<file path="src/rtl/core/bda_pkg.sv">
// bda_pkg: shared types and constants for the button debounce / auto-repeat block
// no dependencies; imported by every module under rtl/core
`timescale 1ns / 1ps

package bda_pkg;

    localparam int DEFAULT_BUTTON_COUNT = 4;

    localparam int TIME_W     = 32;
    localparam int INTERVAL_W = 8;
    localparam int DELAY_W    = 16;
    localparam int CFG_DATA_W = 16;
    localparam int CFG_IDX_W  = 1;
    localparam int RCNT_W     = 3;

    localparam logic [INTERVAL_W-1:0] RESET_POLL_INTERVAL = 8'd25;
    localparam logic [DELAY_W-1:0]    RESET_REPEAT_DELAY  = 16'd250;
    localparam logic [RCNT_W-1:0]     RELEASE_RELOAD      = 3'd4;

    // configuration register indexes
    localparam logic [CFG_IDX_W-1:0] REG_POLL_INTERVAL = 1'b0;
    localparam logic [CFG_IDX_W-1:0] REG_REPEAT_DELAY  = 1'b1;

    // event kinds
    localparam logic KIND_SINGLE = 1'b0;
    localparam logic KIND_ALL    = 1'b1;

    // handoff control from the poll stage to the event serializer
    typedef struct packed {
        logic valid;
        logic all_event;
    } poll_ctl_t;

endpackage

</file>
<file path="src/rtl/core/bda_poll.sv">
// bda_poll: input register, debounce state and per-poll event decision
// depends on bda_pkg; feeds bda_emit
`timescale 1ns / 1ps

module bda_poll
    import bda_pkg::*;
#(
    parameter int BUTTON_COUNT = DEFAULT_BUTTON_COUNT
)
(
    input  logic                    clk,
    input  logic                    rst_n,
    input  logic                    in_valid,
    output logic                    in_ready,
    input  logic [TIME_W-1:0]       now_ms,
    input  logic [BUTTON_COUNT-1:0] raw_pressed,
    input  logic [INTERVAL_W-1:0]   poll_interval,
    input  logic [DELAY_W-1:0]      repeat_delay,
    input  logic                    emit_free,
    output poll_ctl_t               ctl,
    output logic [BUTTON_COUNT-1:0] fire_mask,
    output logic [BUTTON_COUNT-1:0] snapshot
);

    logic                    inq_valid_reg, inq_valid_next;
    logic [TIME_W-1:0]       inq_now_reg;
    logic [BUTTON_COUNT-1:0] inq_raw_reg;

    logic [TIME_W-1:0]       last_poll_reg, last_poll_next;
    logic [BUTTON_COUNT-1:0] held_reg, held_next;
    logic [RCNT_W-1:0]       rc_reg [BUTTON_COUNT];
    logic [RCNT_W-1:0]       rc_next [BUTTON_COUNT];
    logic [TIME_W-1:0]       nf_reg [BUTTON_COUNT];
    logic [TIME_W-1:0]       nf_next [BUTTON_COUNT];

    logic [BUTTON_COUNT-1:0] held_t;
    logic [RCNT_W-1:0]       rc_dec [BUTTON_COUNT];
    logic [RCNT_W-1:0]       rc_t [BUTTON_COUNT];
    logic [TIME_W-1:0]       nf_t [BUTTON_COUNT];
    logic [BUTTON_COUNT-1:0] fire;
    logic [TIME_W-1:0]       limit;
    logic [TIME_W-1:0]       refire_ms;
    logic                    poll_ok;
    logic                    all_held;
    logic                    go;

    assign go       = inq_valid_reg && emit_free;
    assign in_ready = !inq_valid_reg || emit_free;

    always_comb
    begin
        inq_valid_next = inq_valid_reg;
        if (in_ready)
        begin
            inq_valid_next = in_valid;
        end
    end

    // sum wraps modulo 2^32 on purpose
    assign limit     = last_poll_reg + {{(TIME_W-INTERVAL_W){1'b0}}, poll_interval};
    assign refire_ms = inq_now_reg + {{(TIME_W-DELAY_W){1'b0}}, repeat_delay};
    assign poll_ok   = inq_now_reg >= limit;

    always_comb
    begin
        for (int i = 0; i < BUTTON_COUNT; i++)
        begin
            rc_dec[i] = (rc_reg[i] == '0) ? '0 : rc_reg[i] - RCNT_W'(1);
            if (inq_raw_reg[i])
            begin
                held_t[i] = 1'b1;
                rc_t[i]   = RELEASE_RELOAD;
                nf_t[i]   = held_reg[i] ? nf_reg[i] : inq_now_reg;
            end
            else if (rc_dec[i] == RCNT_W'(1))
            begin
                // third idle poll in a row releases the button
                held_t[i] = 1'b0;
                rc_t[i]   = '0;
                nf_t[i]   = '0;
            end
            else
            begin
                held_t[i] = held_reg[i];
                rc_t[i]   = rc_dec[i];
                nf_t[i]   = nf_reg[i];
            end
        end
    end

    assign all_held = &held_t;

    always_comb
    begin
        for (int i = 0; i < BUTTON_COUNT; i++)
        begin
            fire[i] = !all_held && held_t[i] && (nf_t[i] <= inq_now_reg);
        end
    end

    always_comb
    begin
        last_poll_next = last_poll_reg;
        held_next      = held_reg;
        for (int i = 0; i < BUTTON_COUNT; i++)
        begin
            rc_next[i] = rc_reg[i];
            nf_next[i] = nf_reg[i];
        end
        if (go && poll_ok)
        begin
            last_poll_next = inq_now_reg;
            held_next      = all_held ? '0 : held_t;
            for (int i = 0; i < BUTTON_COUNT; i++)
            begin
                rc_next[i] = all_held ? '0 : rc_t[i];
                nf_next[i] = fire[i] ? refire_ms : nf_t[i];
            end
        end
    end

    assign ctl.valid     = go && poll_ok && (all_held || (|fire));
    assign ctl.all_event = all_held;
    assign fire_mask     = fire;
    assign snapshot      = inq_raw_reg;

    always_ff @(posedge clk or negedge rst_n)
    begin
        if (!rst_n)
        begin
            inq_valid_reg <= 1'b0;
            last_poll_reg <= '0;
            held_reg      <= '0;
            for (int i = 0; i < BUTTON_COUNT; i++)
            begin
                rc_reg[i] <= '0;
                nf_reg[i] <= '0;
            end
        end
        else
        begin
            inq_valid_reg <= inq_valid_next;
            last_poll_reg <= last_poll_next;
            held_reg      <= held_next;
            for (int i = 0; i < BUTTON_COUNT; i++)
            begin
                rc_reg[i] <= rc_next[i];
                nf_reg[i] <= nf_next[i];
            end
        end
    end

    always_ff @(posedge clk)
    begin
        if (in_valid && in_ready)
        begin
            inq_now_reg <= now_ms;
            inq_raw_reg <= raw_pressed;
        end
    end

`ifndef SYNTH
    // the all-buttons case always clears every held flag
    assert property (@(posedge clk) disable iff (!rst_n) !(&held_reg))
        else $error("all buttons left held after a poll");

    generate
        for (genvar g = 0; g < BUTTON_COUNT; g++)
        begin : g_chk
            assert property (@(posedge clk) disable iff (!rst_n)
                !held_reg[g] |-> (rc_reg[g] == '0))
                else $error("released button keeps a release count");
            assert property (@(posedge clk) disable iff (!rst_n)
                (rc_reg[g] != RCNT_W'(1)) && (rc_reg[g] <= RELEASE_RELOAD))
                else $error("release count out of range");
        end
    endgenerate
`endif

endmodule

</file>
<file path="src/rtl/core/bda_emit.sv">
// bda_emit: result register that serializes one poll's events, lowest button first
// depends on bda_pkg; driven by bda_poll
`timescale 1ns / 1ps

module bda_emit
    import bda_pkg::*;
#(
    parameter int BUTTON_COUNT = DEFAULT_BUTTON_COUNT,
    parameter int IDX_W        = (BUTTON_COUNT > 1) ? $clog2(BUTTON_COUNT) : 1
)
(
    input  logic                    clk,
    input  logic                    rst_n,
    input  poll_ctl_t               ctl,
    input  logic [BUTTON_COUNT-1:0] fire_mask,
    input  logic [BUTTON_COUNT-1:0] snapshot,
    output logic                    emit_free,
    output logic                    out_valid,
    input  logic                    out_ready,
    output logic                    event_kind,
    output logic [IDX_W-1:0]        button_index,
    output logic [BUTTON_COUNT-1:0] pressed_snapshot,
    output logic                    last_event
);

    logic                    valid_reg, valid_next;
    logic                    kind_reg;
    logic [BUTTON_COUNT-1:0] mask_reg;
    logic [BUTTON_COUNT-1:0] snap_reg;
    logic [BUTTON_COUNT-1:0] mask_rest;
    logic                    is_last;
    logic                    load;

    // mask with its lowest set bit removed
    assign mask_rest = mask_reg & (mask_reg - BUTTON_COUNT'(1));
    assign is_last   = (kind_reg == KIND_ALL) || (mask_rest == '0);
    assign emit_free = !valid_reg || (out_ready && is_last);
    assign load      = emit_free && ctl.valid;

    always_comb
    begin
        button_index = '0;
        for (int i = BUTTON_COUNT - 1; i >= 0; i--)
        begin
            if (mask_reg[i])
            begin
                button_index = IDX_W'(i);
            end
        end
    end

    assign out_valid        = valid_reg;
    assign event_kind       = kind_reg;
    assign pressed_snapshot = snap_reg;
    assign last_event       = is_last;

    always_comb
    begin
        valid_next = valid_reg;
        if (emit_free)
        begin
            valid_next = ctl.valid;
        end
    end

    always_ff @(posedge clk or negedge rst_n)
    begin
        if (!rst_n)
        begin
            valid_reg <= 1'b0;
        end
        else
        begin
            valid_reg <= valid_next;
        end
    end

    always_ff @(posedge clk)
    begin
        if (load)
        begin
            kind_reg <= ctl.all_event ? KIND_ALL : KIND_SINGLE;
            mask_reg <= ctl.all_event ? '0 : fire_mask;
            snap_reg <= snapshot;
        end
        else if (valid_reg && out_ready)
        begin
            mask_reg <= mask_rest;
        end
    end

`ifndef SYNTH
    assert property (@(posedge clk) disable iff (!rst_n)
        (out_valid && event_kind == KIND_ALL) |-> last_event)
        else $error("all-buttons event not marked last");

    assert property (@(posedge clk) disable iff (!rst_n)
        (out_valid && event_kind == KIND_SINGLE) |-> (mask_reg != '0))
        else $error("single event with no pending button");

    assert property (@(posedge clk) disable iff (!rst_n)
        (out_valid && out_ready && !last_event) |=> (out_valid && $stable(snap_reg)))
        else $error("poll events cut short");
`endif

endmodule

</file>
<file path="src/rtl/core/button_debounce_autorepeat.sv">
// button_debounce_autorepeat: top level, configuration registers and stage wiring
// depends on bda_pkg, bda_poll, bda_emit
//
// channel   direction  handshake              payload
// in        in         in_valid / in_ready    now_ms, raw_pressed
// out       out        out_valid / out_ready  event_kind, button_index, pressed_snapshot,
//                                              last_event
// cfg       in         cfg_write              cfg_index, cfg_data
//
// a poll is registered, then decided combinationally: debounce update, repeat check and
// the event set are written together, the events going to the result register
// the result register hands out one event per cycle while out_ready is high, so a poll
// firing n buttons holds it until all n are taken; polls with one event stream at one
// per cycle too; a rejected poll, or one with no event, produces no transfer
// all control state and debounce state clear on reset; no clearing pass
// out_ready low holds the result register and, through it, the input register
`timescale 1ns / 1ps

module button_debounce_autorepeat
    import bda_pkg::*;
#(
    parameter int BUTTON_COUNT = DEFAULT_BUTTON_COUNT,
    parameter int IDX_W        = (BUTTON_COUNT > 1) ? $clog2(BUTTON_COUNT) : 1
)
(
    input  logic                    clk,
    input  logic                    rst_n,
    input  logic                    cfg_write,
    input  logic [CFG_IDX_W-1:0]    cfg_index,
    input  logic [CFG_DATA_W-1:0]   cfg_data,
    input  logic                    in_valid,
    output logic                    in_ready,
    input  logic [TIME_W-1:0]       now_ms,
    input  logic [BUTTON_COUNT-1:0] raw_pressed,
    output logic                    out_valid,
    input  logic                    out_ready,
    output logic                    event_kind,
    output logic [IDX_W-1:0]        button_index,
    output logic [BUTTON_COUNT-1:0] pressed_snapshot,
    output logic                    last_event
);

    logic [INTERVAL_W-1:0]   poll_interval_reg, poll_interval_next;
    logic [DELAY_W-1:0]      repeat_delay_reg, repeat_delay_next;
    poll_ctl_t               ctl;
    logic [BUTTON_COUNT-1:0] fire_mask;
    logic [BUTTON_COUNT-1:0] snapshot;
    logic                    emit_free;

    always_comb
    begin
        poll_interval_next = poll_interval_reg;
        repeat_delay_next  = repeat_delay_reg;
        if (cfg_write)
        begin
            case (cfg_index)
                REG_POLL_INTERVAL: poll_interval_next = cfg_data[INTERVAL_W-1:0];
                REG_REPEAT_DELAY:  repeat_delay_next  = cfg_data[DELAY_W-1:0];
                default:           ;
            endcase
        end
    end

    always_ff @(posedge clk or negedge rst_n)
    begin
        if (!rst_n)
        begin
            poll_interval_reg <= RESET_POLL_INTERVAL;
            repeat_delay_reg  <= RESET_REPEAT_DELAY;
        end
        else
        begin
            poll_interval_reg <= poll_interval_next;
            repeat_delay_reg  <= repeat_delay_next;
        end
    end

    bda_poll #(
        .BUTTON_COUNT (BUTTON_COUNT)
    ) u_poll (
        .clk           (clk),
        .rst_n         (rst_n),
        .in_valid      (in_valid),
        .in_ready      (in_ready),
        .now_ms        (now_ms),
        .raw_pressed   (raw_pressed),
        .poll_interval (poll_interval_reg),
        .repeat_delay  (repeat_delay_reg),
        .emit_free     (emit_free),
        .ctl           (ctl),
        .fire_mask     (fire_mask),
        .snapshot      (snapshot)
    );

    bda_emit #(
        .BUTTON_COUNT (BUTTON_COUNT),
        .IDX_W        (IDX_W)
    ) u_emit (
        .clk              (clk),
        .rst_n            (rst_n),
        .ctl              (ctl),
        .fire_mask        (fire_mask),
        .snapshot         (snapshot),
        .emit_free        (emit_free),
        .out_valid        (out_valid),
        .out_ready        (out_ready),
        .event_kind       (event_kind),
        .button_index     (button_index),
        .pressed_snapshot (pressed_snapshot),
        .last_event       (last_event)
    );

endmodule
</file>
<file path="config.mk">
export PLATFORM = sky130hd
export DESIGN_NAME = button_debounce_autorepeat
export DESIGN_NICKNAME = d
export VERILOG_FILES = /design/src/rtl/core/bda_pkg.sv /design/src/rtl/core/bda_poll.sv /design/src/rtl/core/bda_emit.sv /design/src/rtl/core/button_debounce_autorepeat.sv
export SDC_FILE = /design/constraint.sdc
export NUM_CORES = 1
export LEC_CHECK = 0
export ABC_AREA = 1
export BUFFER_PORTS_ARGS = -buffer_cell sky130_fd_sc_hd__buf_2
export CAP_MARGIN = 20
export CELL_PAD_IN_SITES_DETAIL_PLACEMENT = 2
export CELL_PAD_IN_SITES_GLOBAL_PLACEMENT = 2
export CORE_ASPECT_RATIO = 1.25
export CORE_MARGIN = 5
export CORE_UTILIZATION = 34
export CTS_CLUSTER_DIAMETER = 80
export DETAILED_ROUTE_END_ITERATION = 8
export PLACE_DENSITY = 0.87
export SYNTH_ARGS = -nofsm -noshare
export SYNTH_HDL_FRONTEND = slang
export SYNTH_SLANG_ARGS = --single-unit
</file>
<file path="constraint.sdc">
create_clock -name clk -period 4.1 [get_ports clk]
set_input_delay 1.23 -clock clk [delete_from_list [all_inputs] [get_ports clk]]
set_output_delay 1.23 -clock clk [all_outputs]
set_load 0.005 [all_outputs]
</file>
**Word level (Yosys, flattened, before mapping)**

Cells that the tools add are included.

- Bits in registers: 247

- $add $sub $neg: 7
- Magnitude comparators: 5
- Eq/ne operators: 4
- Multiplexer cells: 49
- Bitwise operators: 2
- Reductions and logical operators: 32

Operator list:

| operator | count |
|---|---|
| $mux W32 | 16 |
| $le A32 B32 Y1 | 4 |
| $mux W3 | 16 |
| $add A32 B16 Y32 | 1 |
| $add A32 B8 Y32 | 1 |
| $ge A32 B32 Y1 | 1 |
| $mux W4 | 4 |
| $logic_and A1 B1 Y1 | 15 |
| $eq A3 B1 Y1 const B | 4 |
| $logic_not A3 Y1 | 4 |
| $sub A3 B1 Y3 const B | 4 |
| $mux W1 | 9 |
| $mux W2 | 4 |
| $and A4 B4 Y4 | 1 |
| $logic_not A4 Y1 | 1 |
| $logic_or A1 B1 Y1 | 4 |
| $reduce_and A2 Y1 | 2 |
| $reduce_and A4 Y1 | 1 |
| $reduce_or A4 Y1 | 1 |
| $sub A4 B1 Y4 const B | 1 |
| $logic_not A1 Y1 | 3 |
| $reduce_bool A2 Y1 | 1 |
| $not A1 Y1 | 1 |

**Depth between registers and ports, before layout**

Gate-level depths: netlist of the first run.

- Word-level depth: 14
- Mapped depth: 29
- Gate-level depth less buffers: 27

**Modules after synthesis**

From an unflattened synthesis of the first run, not the netlist that was laid out.

- Cells, all modules: 3011
- Area total of the unflattened synthesis: 20553.5 µm²

Modules (own cells, without submodules):

| module | instances | cells an instance | area each (µm²) | seq. area each (µm²) |
|---|---|---|---|---|
| bda_poll | 1 | 2854 | 19058.3 | 5510.3 |
| button_debounce_autorepeat | 1 | 105 | 998.5 | 611.8 |
| bda_emit | 1 | 52 | 496.7 | 295.3 |

**Least setup slack after synthesis of the first run**

No wires, ideal clock.

- Path type: reg-to-reg
- Start point: reg poll_interval_reg[0]
- End point: reg u_emit.kind_reg (netlist: u_emit.event_kind), enable pin
- Data arrival time: 3.834 ns
- Slack: -0.043 ns
- Cell stages (with the launch flop): 29
- Buffers on the path: 2
- Period minus slack after synthesis: 4.143 ns
- Path through: dfstp_2 > ha_1 > inv_1 > fa_1 > o21ai_1 > nand2_1 > nand2_1 > nand2_1 > nand2_1 > nand2_1 > nand2_1 > nand2_2 > nor2_2 > nand2_1 > nor2_1 > xor2_1 > inv_1 > ha_1 > nand2_1 > nor3_1 > nand3_1 > nor3_2 > nand3_1 > nand3_1 > nand2_1 > buf_4 > buf_6 > o21bai_4 > inv_1

- Word-level cells in the longest chain between the ends: 5

Ends and longest elaborated chain:

| what | RTL line | text |
|---|---|---|
| start, declared | button_debounce_autorepeat.sv:43 | `logic [INTERVAL_W-1:0] poll_interval_reg, poll_interval_next;` |
| start signal, assigned | button_debounce_autorepeat.sv:73 | `poll_interval_reg <= poll_interval_next;` |
| $add A32 B8 Y32 | bda_poll.sv:60 | `assign limit = last_poll_reg + {{(TIME_W-INTERVAL_W){1'b0}}, poll_interval};` |
| $ge A32 B32 Y1 | bda_poll.sv:62 | `assign poll_ok = inq_now_reg >= limit;` |
| $logic_and A1 B1 Y1 (2 in a row) | bda_poll.sv:122 | `assign ctl.valid = go && poll_ok && (all_held \|\| (\|fire));` |
| $logic_and A1 B1 Y1 | bda_emit.sv:38 | `assign load = emit_free && ctl.valid;` |
| net u_emit.load | bda_emit.sv:32 | `logic load;` |
| end signal, assigned | bda_emit.sv:82 | `kind_reg <= ctl.all_event ? KIND_ALL : KIND_SINGLE;` |
| end, declared | bda_emit.sv:27 | `logic kind_reg;` |

The timed path passes the listed nets, and every way through them passes these cells.
A chain may end at the register's enable or synchronous reset.

**Worst setup path in the final report of the first run**

- Start point: reg poll_interval_reg[3]
- End point: reg u_poll.nf_reg[52] (netlist name)

- Word-level cells in the longest chain between the ends: 3

Ends and longest elaborated chain:

| what | RTL line | text |
|---|---|---|
| $add A32 B8 Y32 | bda_poll.sv:60 |  |
| $ge A32 B32 Y1 | bda_poll.sv:62 |  |
| $logic_and A1 B1 Y1 | bda_poll.sv:110 | `if (go && poll_ok)` |
| end signal, assigned by index | bda_poll.sv:148 | `nf_reg[i] <= nf_next[i];` |
| end, declared | bda_poll.sv:33 | `logic [TIME_W-1:0] nf_reg [BUTTON_COUNT];` |

No other way between the ends.

==> results of run 1 <==
==> path summary, 6_finish.rpt <==
kind,from,endpoint,slack (ns),cells past startpoint
max in group asynchronous,rst_n,repeat_delay_reg[7],2.48,2
worst min register to register,poll_interval_reg[3],poll_interval_reg[3],0.50,2
worst max register to register,poll_interval_reg[3],u_poll.nf_reg[52],-0.54,28
min in group asynchronous,rst_n,u_poll.nf_reg[93],0.61,1
worst max-delay path,poll_interval_reg[3],u_poll.nf_reg[52],-0.54,28
worst min-delay path,poll_interval_reg[3],poll_interval_reg[3],0.50,2
==> where the power goes <==
| group | switching (uW) | internal, uW | total (uW) |
|---|---|---|---|
| Clock | 1330 | 1670 | 3010 |
| Sequential | 1190 | 3560 | 4750 |
| Combinational | 9710 | 5080 | 14800 |
==> critical path: cells and delay by family (launching register included) <==
| kind | cells | cell delay, ns |
|---|---|---|
| simple gates | 13 | 1.69 |
| buf+inv | 9 | 1.24 |
| fa+ha+maj | 2 | 0.56 |
| flops | 1 | 0.53 |
| compound gates | 3 | 0.37 |
| xor+xnor | 1 | 0.12 |
==> cells in the mapped netlist, drive strengths merged <==
library cell  number  area (um^2)
o21ai            538         2700
xnor2             22          193
nand3            163          821
o31ai              7         66.3
mux2               8         90.1
o21bai             6         56.3
nor4               7         43.8
o21a               8         60.1
nand4             32          200
clkbuf            69          260
fa                 2         40.0
a21o               3         22.5
buf               73          442
edfxtp            45         1350
ha               184         2300
xor2              31          272
a21oi            179          907
dfrtp            193         4830
o211ai            18          135
nand2            553         2110
a21boi             3         22.5
dfstp              9          236
inv              188          706
nor2             263         1010
nand3b             1         7.51
or2                3         18.8
nor3              29          171
==> through the flow <==
| step | total power (uW) | cell area [um^2] | hold WS (ns) |
|---|---|---|---|
| after global placement | 14600 | 20900 | 0.476 |
| after floorplan | 11200 | 19100 | 0.424 |
| after CTS | 20200 | 23000 | 0.506 |
| after detailed placement | 15800 | 20900 | 0.492 |
| final | 22600 | 23800 | 0.500 |
| after global routing | 23500 | 23800 | 0.532 |
==> kinds of logic (layout without fill, tap and decap cells) <==
family                   count (synthesis)  count (layout)  synth area share, %
flip-flops                             247             247                 33.7
multiplexers                             8               8                0.473
AND/OR/NAND/NOR                       1051            1051                 23.0
buffers and inverters                  330             490                 7.38
adder cells (fa/ha/maj)                186             186                 12.3
XOR/XNOR                                53              53                 2.43
AO/OA/AOI/OAI                          762             762                 20.8
other                                    0               2                    0
==> metal layers <==
metal	share of wire [%]	global-route usage [%]	vias to the layer above
met5	0	0	-
met3	6.5	5.24	570
met4	10	25.5	0
met1	36	35.2	11278
met2	47	55.1	1124
li1	-	-	9252
==> placed cells by master, fill, tap and decap left out, drive strengths merged, types with 2 or more instances in the layout <==
master    instances
edfxtp           45
nand2           553
dfrtp           193
clkbuf           51
nor3             29
xnor2            22
ha              184
dfstp             9
fa                2
o211ai           18
o21bai            6
o21ai           538
a21boi            3
o31ai             7
a21o              3
xor2             31
nand3           163
clkinvlp          5
nor2            263
o21a              8
nand4            32
or2               3
mux2              8
diode             2
nor4              7
buf             233
a21oi           179
inv             189
clkinv           11
==> layout make-up <==
class | instances | area [um^2] | area share (%)
Clock inverter | 16 | 116 | 0.489
Inverter | 188 | 734 | 3.08
Sequential cell | 247 | 6420 | 26.9
Clock buffer | 45 | 933 | 3.92
Timing Repair Buffer | 239 | 2430 | 10.2
Antenna cell | 2 | 5.00 | 0.0210
Tap cell | 742 | 928 | 3.90
Timing Repair inverter | 2 | 36.3 | 0.152
Multi-Input combinational cell | 2060 | 12200 | 51.3
==> repair_timing <==
item,4_1_cts,5_1_grt
endpoints found under the setup margin,190,190
buffers inserted,14,13
gates cloned,13,10
pin swaps,12,45
resized for setup,138,200
==> results.json, run 1 <==
{
  "maxSlewViolCount": 0,
  "dieArea_mm2": 0.0609,
  "coreArea_mm2": 0.0558,
  "synth_cell_types": 46,
  "worst_pin_slew_ns": 0.899,
  "syn_avg_cell_area_um2": 7.23,
  "clockRootBuffer": "clkbuf_16",
  "grt_pass1_vias": 24432,
  "worstPathArrival_ns": 5.08,
  "netlist_area_mm2": 0.0191,
  "drtIter0Drc": 1626,
  "status": "complete, but fails checks",
  "p_leak_uw": 0.0107,
  "setup_viol": 190,
  "layout.cells.non_filler": 3541,
  "critPathMaxFanout": 7,
  "synth_cells": 2637,
  "die_h_um": 275,
  "fin_util_pct": 42.7,
  "timing.final.ws_setup_ns": -0.544,
  "ir_drop_mv": 0.381,
  "crit_type": "reg -> reg",
  "cts_inserted_buffers": 34,
  "drtPass1Iterations": 5,
  "ys_warn_count": 0,
  "wl_per_cell_um": 30.9,
  "hold_violations": 0,
  "power_density_mw_per_mm2": 947,
  "period_share_pct": 113,
  "violations": "negative setup slack",
  "dp.cells": 3434,
  "crit_path_end_kind": "flip-flop",
  "slowest_stage": "dfstp_2",
  "grt_max_degree": 79,
  "seq_area_frac_synth_pct": 33.7,
  "max_slew_margin_pct": 39.9,
  "cp_common_cell": "nand2_1",
  "grt.total_usage_pct": 32.1,
  "die_w_um": 222,
  "final_antenna_net_count": 0,
  "cap_violations": 0,
  "skew_ns": 0.0184,
  "cp_slowest_stage_delay_ns": 0.53,
  "synth-seq-cells": 247,
  "grt_pass1_wl_mm": 151,
  "dp_slack_ns": -0.545,
  "clk_pin_slew_ns": 0.06,
  "clk_latency_ns": 0.58,
  "viasPerCell": 6.28,
  "dp_hpwl_mm": 67.5,
  "holdCritPathClass": "reg -> reg",
  "max_freq_mhz": 215,
  "io_pins": 68,
  "period_needed_ns": 4.64,
  "syn2layout_area_growth_pct": 24.9,
  "grt-ovfl-total": 0,
  "start_kind": "flip-flop",
  "htreeDepth": 2,
  "largest_register_ffs": 128,
  "gp_congestion": 0.913,
  "route.vias.total": 22224,
  "n_fill_cell": 6359,
  "initial_utilization_pct": 34.2,
  "required_ns": 4.54,
  "cts_buffer_depth": 3,
  "finalSetupTns_ns": -68.13,
  "cts_sinks": 247,
  "port_buffers": 67,
  "drc": 0,
  "cts_hold_buf": 0,
  "rows": 97,
  "syn_nets": 2881,
  "antenna_found_initial": 0,
  "drive_above_1_share_pct": 19.3,
  "cts_tree": "done",
  "rsz0062_at_grt": "yes",
  "final_nets": 3016,
  "routed_wl_mm": 110
}
Note: power is estimated with default switching activity, not from simulation.
==> run 2: changes to the inputs <==
Settings changed: MAX_ROUTING_LAYER set to met4, SETUP_SLACK_MARGIN set to 0.3.
==> results.json, run 2 (synthesis gave the netlist of run 1 again) <==
{
  "period_needed_ns": 4.70,
  "crit_path_end_kind": "flip-flop",
  "hold-worst-slack_ns": 0.508,
  "p_int_uw": 10100,
  "port_buffers": 67,
  "skew_ns": 0.0315,
  "dp_hpwl_mm": 66.2,
  "holdCritPathClass": "reg -> reg",
  "initial_utilization_pct": 34.2,
  "cts_buffer_depth": 3,
  "slowest_stage": "dfstp_2",
  "max_slew_margin_pct": 41.8,
  "mostFrequentLayoutCell": "nand2_1",
  "worstPathArrival_ns": 5.14,
  "die_w_um": 222,
  "cap_violations": 0,
  "cp_slowest_stage_delay_ns": 0.55,
  "cp_common_cell": "nand2_2",
  "required_ns": 4.54,
  "grt-ovfl-total": 0,
  "final_nets": 2996,
  "grt_max_degree": 68,
  "route.vias.total": 21552,
  "wl_per_cell_um": 29.1,
  "violations": "negative setup slack",
  "cts_tree": "done",
  "syn2layout_area_growth_pct": 20.8,
  "cp_num_buf_inv": 8,
  "routed_wl_mm": 102,
  "grt_pass1_wl_mm": 145,
  "hold_violations": 0,
  "period_share_pct": 115,
  "drtIter0Drc": 1646,
  "io_pins": 68,
  "cts_inserted_buffers": 35,
  "timing.final.ws_setup_ns": -0.603,
  "gp_congestion": 0.951,
  "drc": 0,
  "ir_drop_mv": 0.338,
  "final_cell_mix": "524 x nand2_1, 322 x o21ai_0, 230 x nor2_1, 195 x o21ai_1, 193 x dfrtp_1",
  "drtPass1Iterations": 5,
  "power_uw": 21200,
  "dieArea_mm2": 0.0609,
  "crit_type": "reg -> reg",
  "r2r-start": "poll_interval_reg[0]",
  "maxSlewViolCount": 0,
  "clockRootBuffer": "clkbuf_16",
  "p_switching_uw": 11200,
  "worstHoldEndpoint": "u_poll.nf_reg[117]",
  "reg2reg_depth": 32,
  "startpoint": "poll_interval_reg[0]",
  "drive_above_1_share_pct": 15.5,
  "regToRegSetupSlack_ns": -0.60,
  "largest_register_ffs": 128,
  "worstReg2RegEnd": "u_poll.nf_reg[81]",
  "combPwrFrac_pct": 62.7,
  "antenna_found_initial": 1,
  "clk_pin_slew_ns": 0.06,
  "worst_pin_slew_ns": 0.871,
  "setup_viol": 190,
  "die_h_um": 275,
  "swShare_pct": 52.7,
  "start_kind": "flip-flop",
  "whs_path_depth": 2,
  "p_leak_uw": 0.0105,
  "rsz0062_at_grt": "yes",
  "grt.total_usage_pct": 31.5,
  "viasPerCell": 6.13,
  "cpLargestDelayFamily": "simple AND/OR/NAND/NOR gates",
  "clk_latency_ns": 0.58,
  "grt_pass1_vias": 23811,
  "status": "complete, but fails checks",
  "cts_sinks": 247,
  "max_freq_mhz": 213,
  "coreArea_mm2": 0.0558,
  "final_antenna_net_count": 0,
  "hold_start": "u_poll.nf_reg[117]",
  "power_density_mw_per_mm2": 922,
  "cts_hold_buf": 0,
  "clkPwrFrac_pct": 15.3,
  "htreeDepth": 2,
  "dp_slack_ns": -0.507,
  "rows": 97,
  "critPathMaxFanout": 7,
  "seq_power_share_pct": 22.1
}
[run 2: cell types whose count changed in the layout (fill, tap and decap cells not counted), sizes merged]
cell	change
diode	-1
bufbuf	+1
buf	-19
inv	+1
bufinv	+3
clkinvlp	-5
clkinv	-4
[run 2: tightest hold or removal path, cell delays in order, from the launching register on]
cell     delay (ns)
dfrtp_1        0.36
nand2_1        0.06
nand2_1        0.05
[run 2: area by class of cell]
cell class                 count  area (um^2)
fill                        6405        32800
multi-input combinational   2060        11700
sequential                   247         6420
timing repair buffer         220         2100
clock buffer                  46          968
tap                          742          928
inverter                     188          721
clock inverter                13          178
antenna                        1         2.50
[run 2: stage by stage]
stage,util [%],instance area (um^2),TNS [ns],std cells
2_1_floorplan,-,19100,0,2637
3_3_place_gp,37.4,20900,-43.93,3428
3_5_place_dp,37.4,20900,-74.10,3428
4_1_cts,40.4,22600,-40.84,3507
5_1_grt,41.3,23000,-120.69,3517
6_report,41.3,23000,-82.21,3517
[run 2: routing by layer]
| layer | track usage, % | share of wire, % | vias up |
|---|---|---|---|
| li1 | - | - | 9207 |
| met1 | 34.0 | 37 | 10795 |
| met2 | 53.5 | 48 | 1041 |
| met3 | 4.60 | 6.1 | 509 |
| met4 | 21.9 | 8.9 | 0 |
| met5 | - | 0 | - |
[run 2: worst max path at each step]
stage	to	slack, ns	cells past startpoint
2_1_floorplan	u_emit.mask_reg[0]	0.15	28
3_3_place_gp	u_poll.nf_reg[96]	-0.31	26
3_5_place_dp	u_poll.nf_reg[70]	-0.51	27
4_1_cts	u_poll.nf_reg[23]	-0.30	30
5_1_grt	u_poll.nf_reg[81]	-0.76	31
6_report	u_poll.nf_reg[81]	-0.60	32
[run 2: timing repair]
action / CTS / global route
buffers inserted: 14 / 3
pin swaps: 24 / 19
setup endpoints to repair: 190 / 190
cloned: 6 / 6
gates resized for setup: 74 / 93
[run 2: power groups by stage]
stage          Sequential (uW)  Combinational [uW]  Clock, uW
2_1_floorplan             4130                7130          0
3_3_place_gp              4430               10200          0
3_5_place_dp              4540               11100          0
4_1_cts                   4540               11900       3230
5_1_grt                   4740               14200       3360
6_report                  4690               13300       3240
==> run 3: changes to the inputs <==
Settings changed: SETUP_SLACK_MARGIN 0.3 to 0.5.
==> results.json, run 3 (synthesis gave the netlist of run 1 again) <==
{
  "viasPerCell": 6.44,
  "max_freq_mhz": 211,
  "holdCritPathClass": "reg -> reg",
  "largest_register_ffs": 128,
  "dp_hpwl_mm": 66.4,
  "drc": 0,
  "final_nets": 3011,
  "cts_buffer_depth": 3,
  "initial_utilization_pct": 34.2,
  "crit_path_end_kind": "flip-flop",
  "coreArea_mm2": 0.0558,
  "dp_slack_ns": -0.451,
  "ir_drop_mv": 0.611,
  "violations": "negative setup slack",
  "max_slew_margin_pct": 38.7,
  "worst_pin_slew_ns": 0.918,
  "htreeDepth": 2,
  "mostFrequentLayoutCell": "nand2_1",
  "cpLargestDelayFamily": "simple AND/OR/NAND/NOR gates",
  "grt-ovfl-total": 0,
  "cp_num_buf_inv": 4,
  "clockRootBuffer": "clkbuf_16",
  "drtPass1Iterations": 7,
  "p_int_uw": 11000,
  "maxSlewViolCount": 0,
  "period_needed_ns": 4.74,
  "slowest_stage": "inv_1",
  "cp_slowest_stage_delay_ns": 0.69,
  "crit_type": "reg -> reg",
  "route.vias.total": 22795,
  "final_cell_mix": "470 x nand2_1, 309 x o21ai_0, 231 x nor2_1, 193 x dfrtp_1, 180 x ha_1",
  "drtIter0Drc": 1874,
  "worstPathArrival_ns": 5.20,
  "grt_max_degree": 70,
  "die_w_um": 222,
  "power_density_mw_per_mm2": 981,
  "drive_above_1_share_pct": 21.2,
  "status": "complete, but fails checks",
  "wl_per_cell_um": 32.7,
  "rsz0062_at_grt": "yes",
  "swShare_pct": 54.0,
  "combPwrFrac_pct": 65.4,
  "seq_power_share_pct": 20.3,
  "antenna_found_initial": 2,
  "path_cells": "inv_1, buf_4, a21oi_1, o21ai_0, o31ai_1, ha_1, nand2_1, nor2_1, nand2_1, nor4_1, nand2_1, nand2_1, nand2_1, nand2_4, inv_2, buf_4, o21ai_0, o21ai_4",
  "p_switching_uw": 12900,
  "io_pins": 68,
  "clk_latency_ns": 0.58,
  "period_share_pct": 116,
  "grt_pass1_vias": 24663,
  "clkPwrFrac_pct": 14.2,
  "cts_tree": "done",
  "clk_pin_slew_ns": 0.07,
  "port_buffers": 67,
  "rows": 97,
  "start_kind": "flip-flop",
  "cp_common_cell": "nand2_1",
  "grt.total_usage_pct": 34.0,
  "timing.final.ws_setup_ns": -0.640,
  "skew_ns": 0.0203,
  "hold_violations": 0,
  "routed_wl_mm": 116,
  "final_antenna_net_count": 0,
  "dieArea_mm2": 0.0609,
  "layout.cells.non_filler": 3537,
  "p_leak_uw": 0.0109,
  "cts_sinks": 247,
  "critPathMaxFanout": 18,
  "cap_violations": 0,
  "required_ns": 4.56,
  "setup_viol": 190,
  "die_h_um": 275,
  "grt_pass1_wl_mm": 155,
  "gp_congestion": 0.951,
  "cts_inserted_buffers": 34,
  "dp.cells": 3420,
  "syn2layout_area_growth_pct": 27.7
}
==> run 3: changes by cell type in the layout (fill, tap and decap cells not counted), sizes merged, moves of 2 or more <==
cell,before,now
buf,214,221
clkbuf,51,63
clkinvlp,0,3
clkinv,7,9
inv,190,186
==> run 3: power groups by stage <==
stage / clock, uW / sequential (uW) / combinational (uW)
3_5_place_dp: 0 / 4540 / 11200
6_report: 3400 / 4850 / 15600
3_3_place_gp: 0 / 4420 / 10200
5_1_grt: 3500 / 4880 / 16300
4_1_cts: 3380 / 4570 / 12500
2_1_floorplan: 0 / 4130 / 7200
==> run 3: worst reg2reg max path: cells and delay by family (launching register included) <==
| family | cells | cell delay [ns] |
|---|---|---|
| simple gates | 8 | 1.72 |
| flops | 1 | 0.43 |
| fa+ha+maj | 1 | 0.31 |
| buf+inv | 4 | 1.39 |
| compound gates | 5 | 0.80 |
==> run 3: cell type report <==
class,count,area (um^2)
flip-flops and latches,247,6420
clock buffers,49,1070
clock inverters,13,150
fillers,6201,31500
well taps,742,928
multi-input cells,2061,12500
repair buffers,235,2550
inverters,188,724
diodes,2,5.00
==> run 3: path summary, 6_finish.rpt <==
check	slack [ns]	cells after the start	from	end
max	-0.64	18	u_poll.snapshot[2]	u_poll.nf_reg[34]
min	0.50	2	poll_interval_reg[3]	poll_interval_reg[3]
max reg2reg	-0.64	18	u_poll.snapshot[2]	u_poll.nf_reg[34]
min reg2reg	0.50	2	poll_interval_reg[3]	poll_interval_reg[3]
max in group asynchronous	2.57	2	rst_n	poll_interval_reg[0]
min in group asynchronous	0.64	1	rst_n	u_poll.nf_reg[60]
==> run 3: routing by layer <==
| metal | part of all wire, % | GRT usage [%] | vias to the layer above |
|---|---|---|---|
| li1 | - | - | 9254 |
| met1 | 35 | 36.0 | 11410 |
| met2 | 47 | 56.6 | 1397 |
| met3 | 7.6 | 5.94 | 734 |
| met4 | 11 | 26.1 | 0 |
| met5 | 0 | - | - |
==> run 3: repair_timing <==
action,in CTS,in global routing
endpoints found under the setup margin,190,190
buffers inserted,14,8
pin swaps,24,40
hold buffers,0,0
gates cloned,11,20
resized for setup,124,244
==> run 3: through the flow <==
stage	total power, uW	TNS, ns	hold WS (ns)	util, %	instance area (um^2)
floorplan	11300	0	0.424	-	19200
global placement	14600	-24.20	0.478	37.3	20800
detailed placement	15700	-62.40	0.498	37.3	20800
CTS	20500	-32.02	0.510	41.0	22900
global route	24700	-109.60	0.548	43.6	24300
finish	23900	-79.51	0.504	43.6	24300
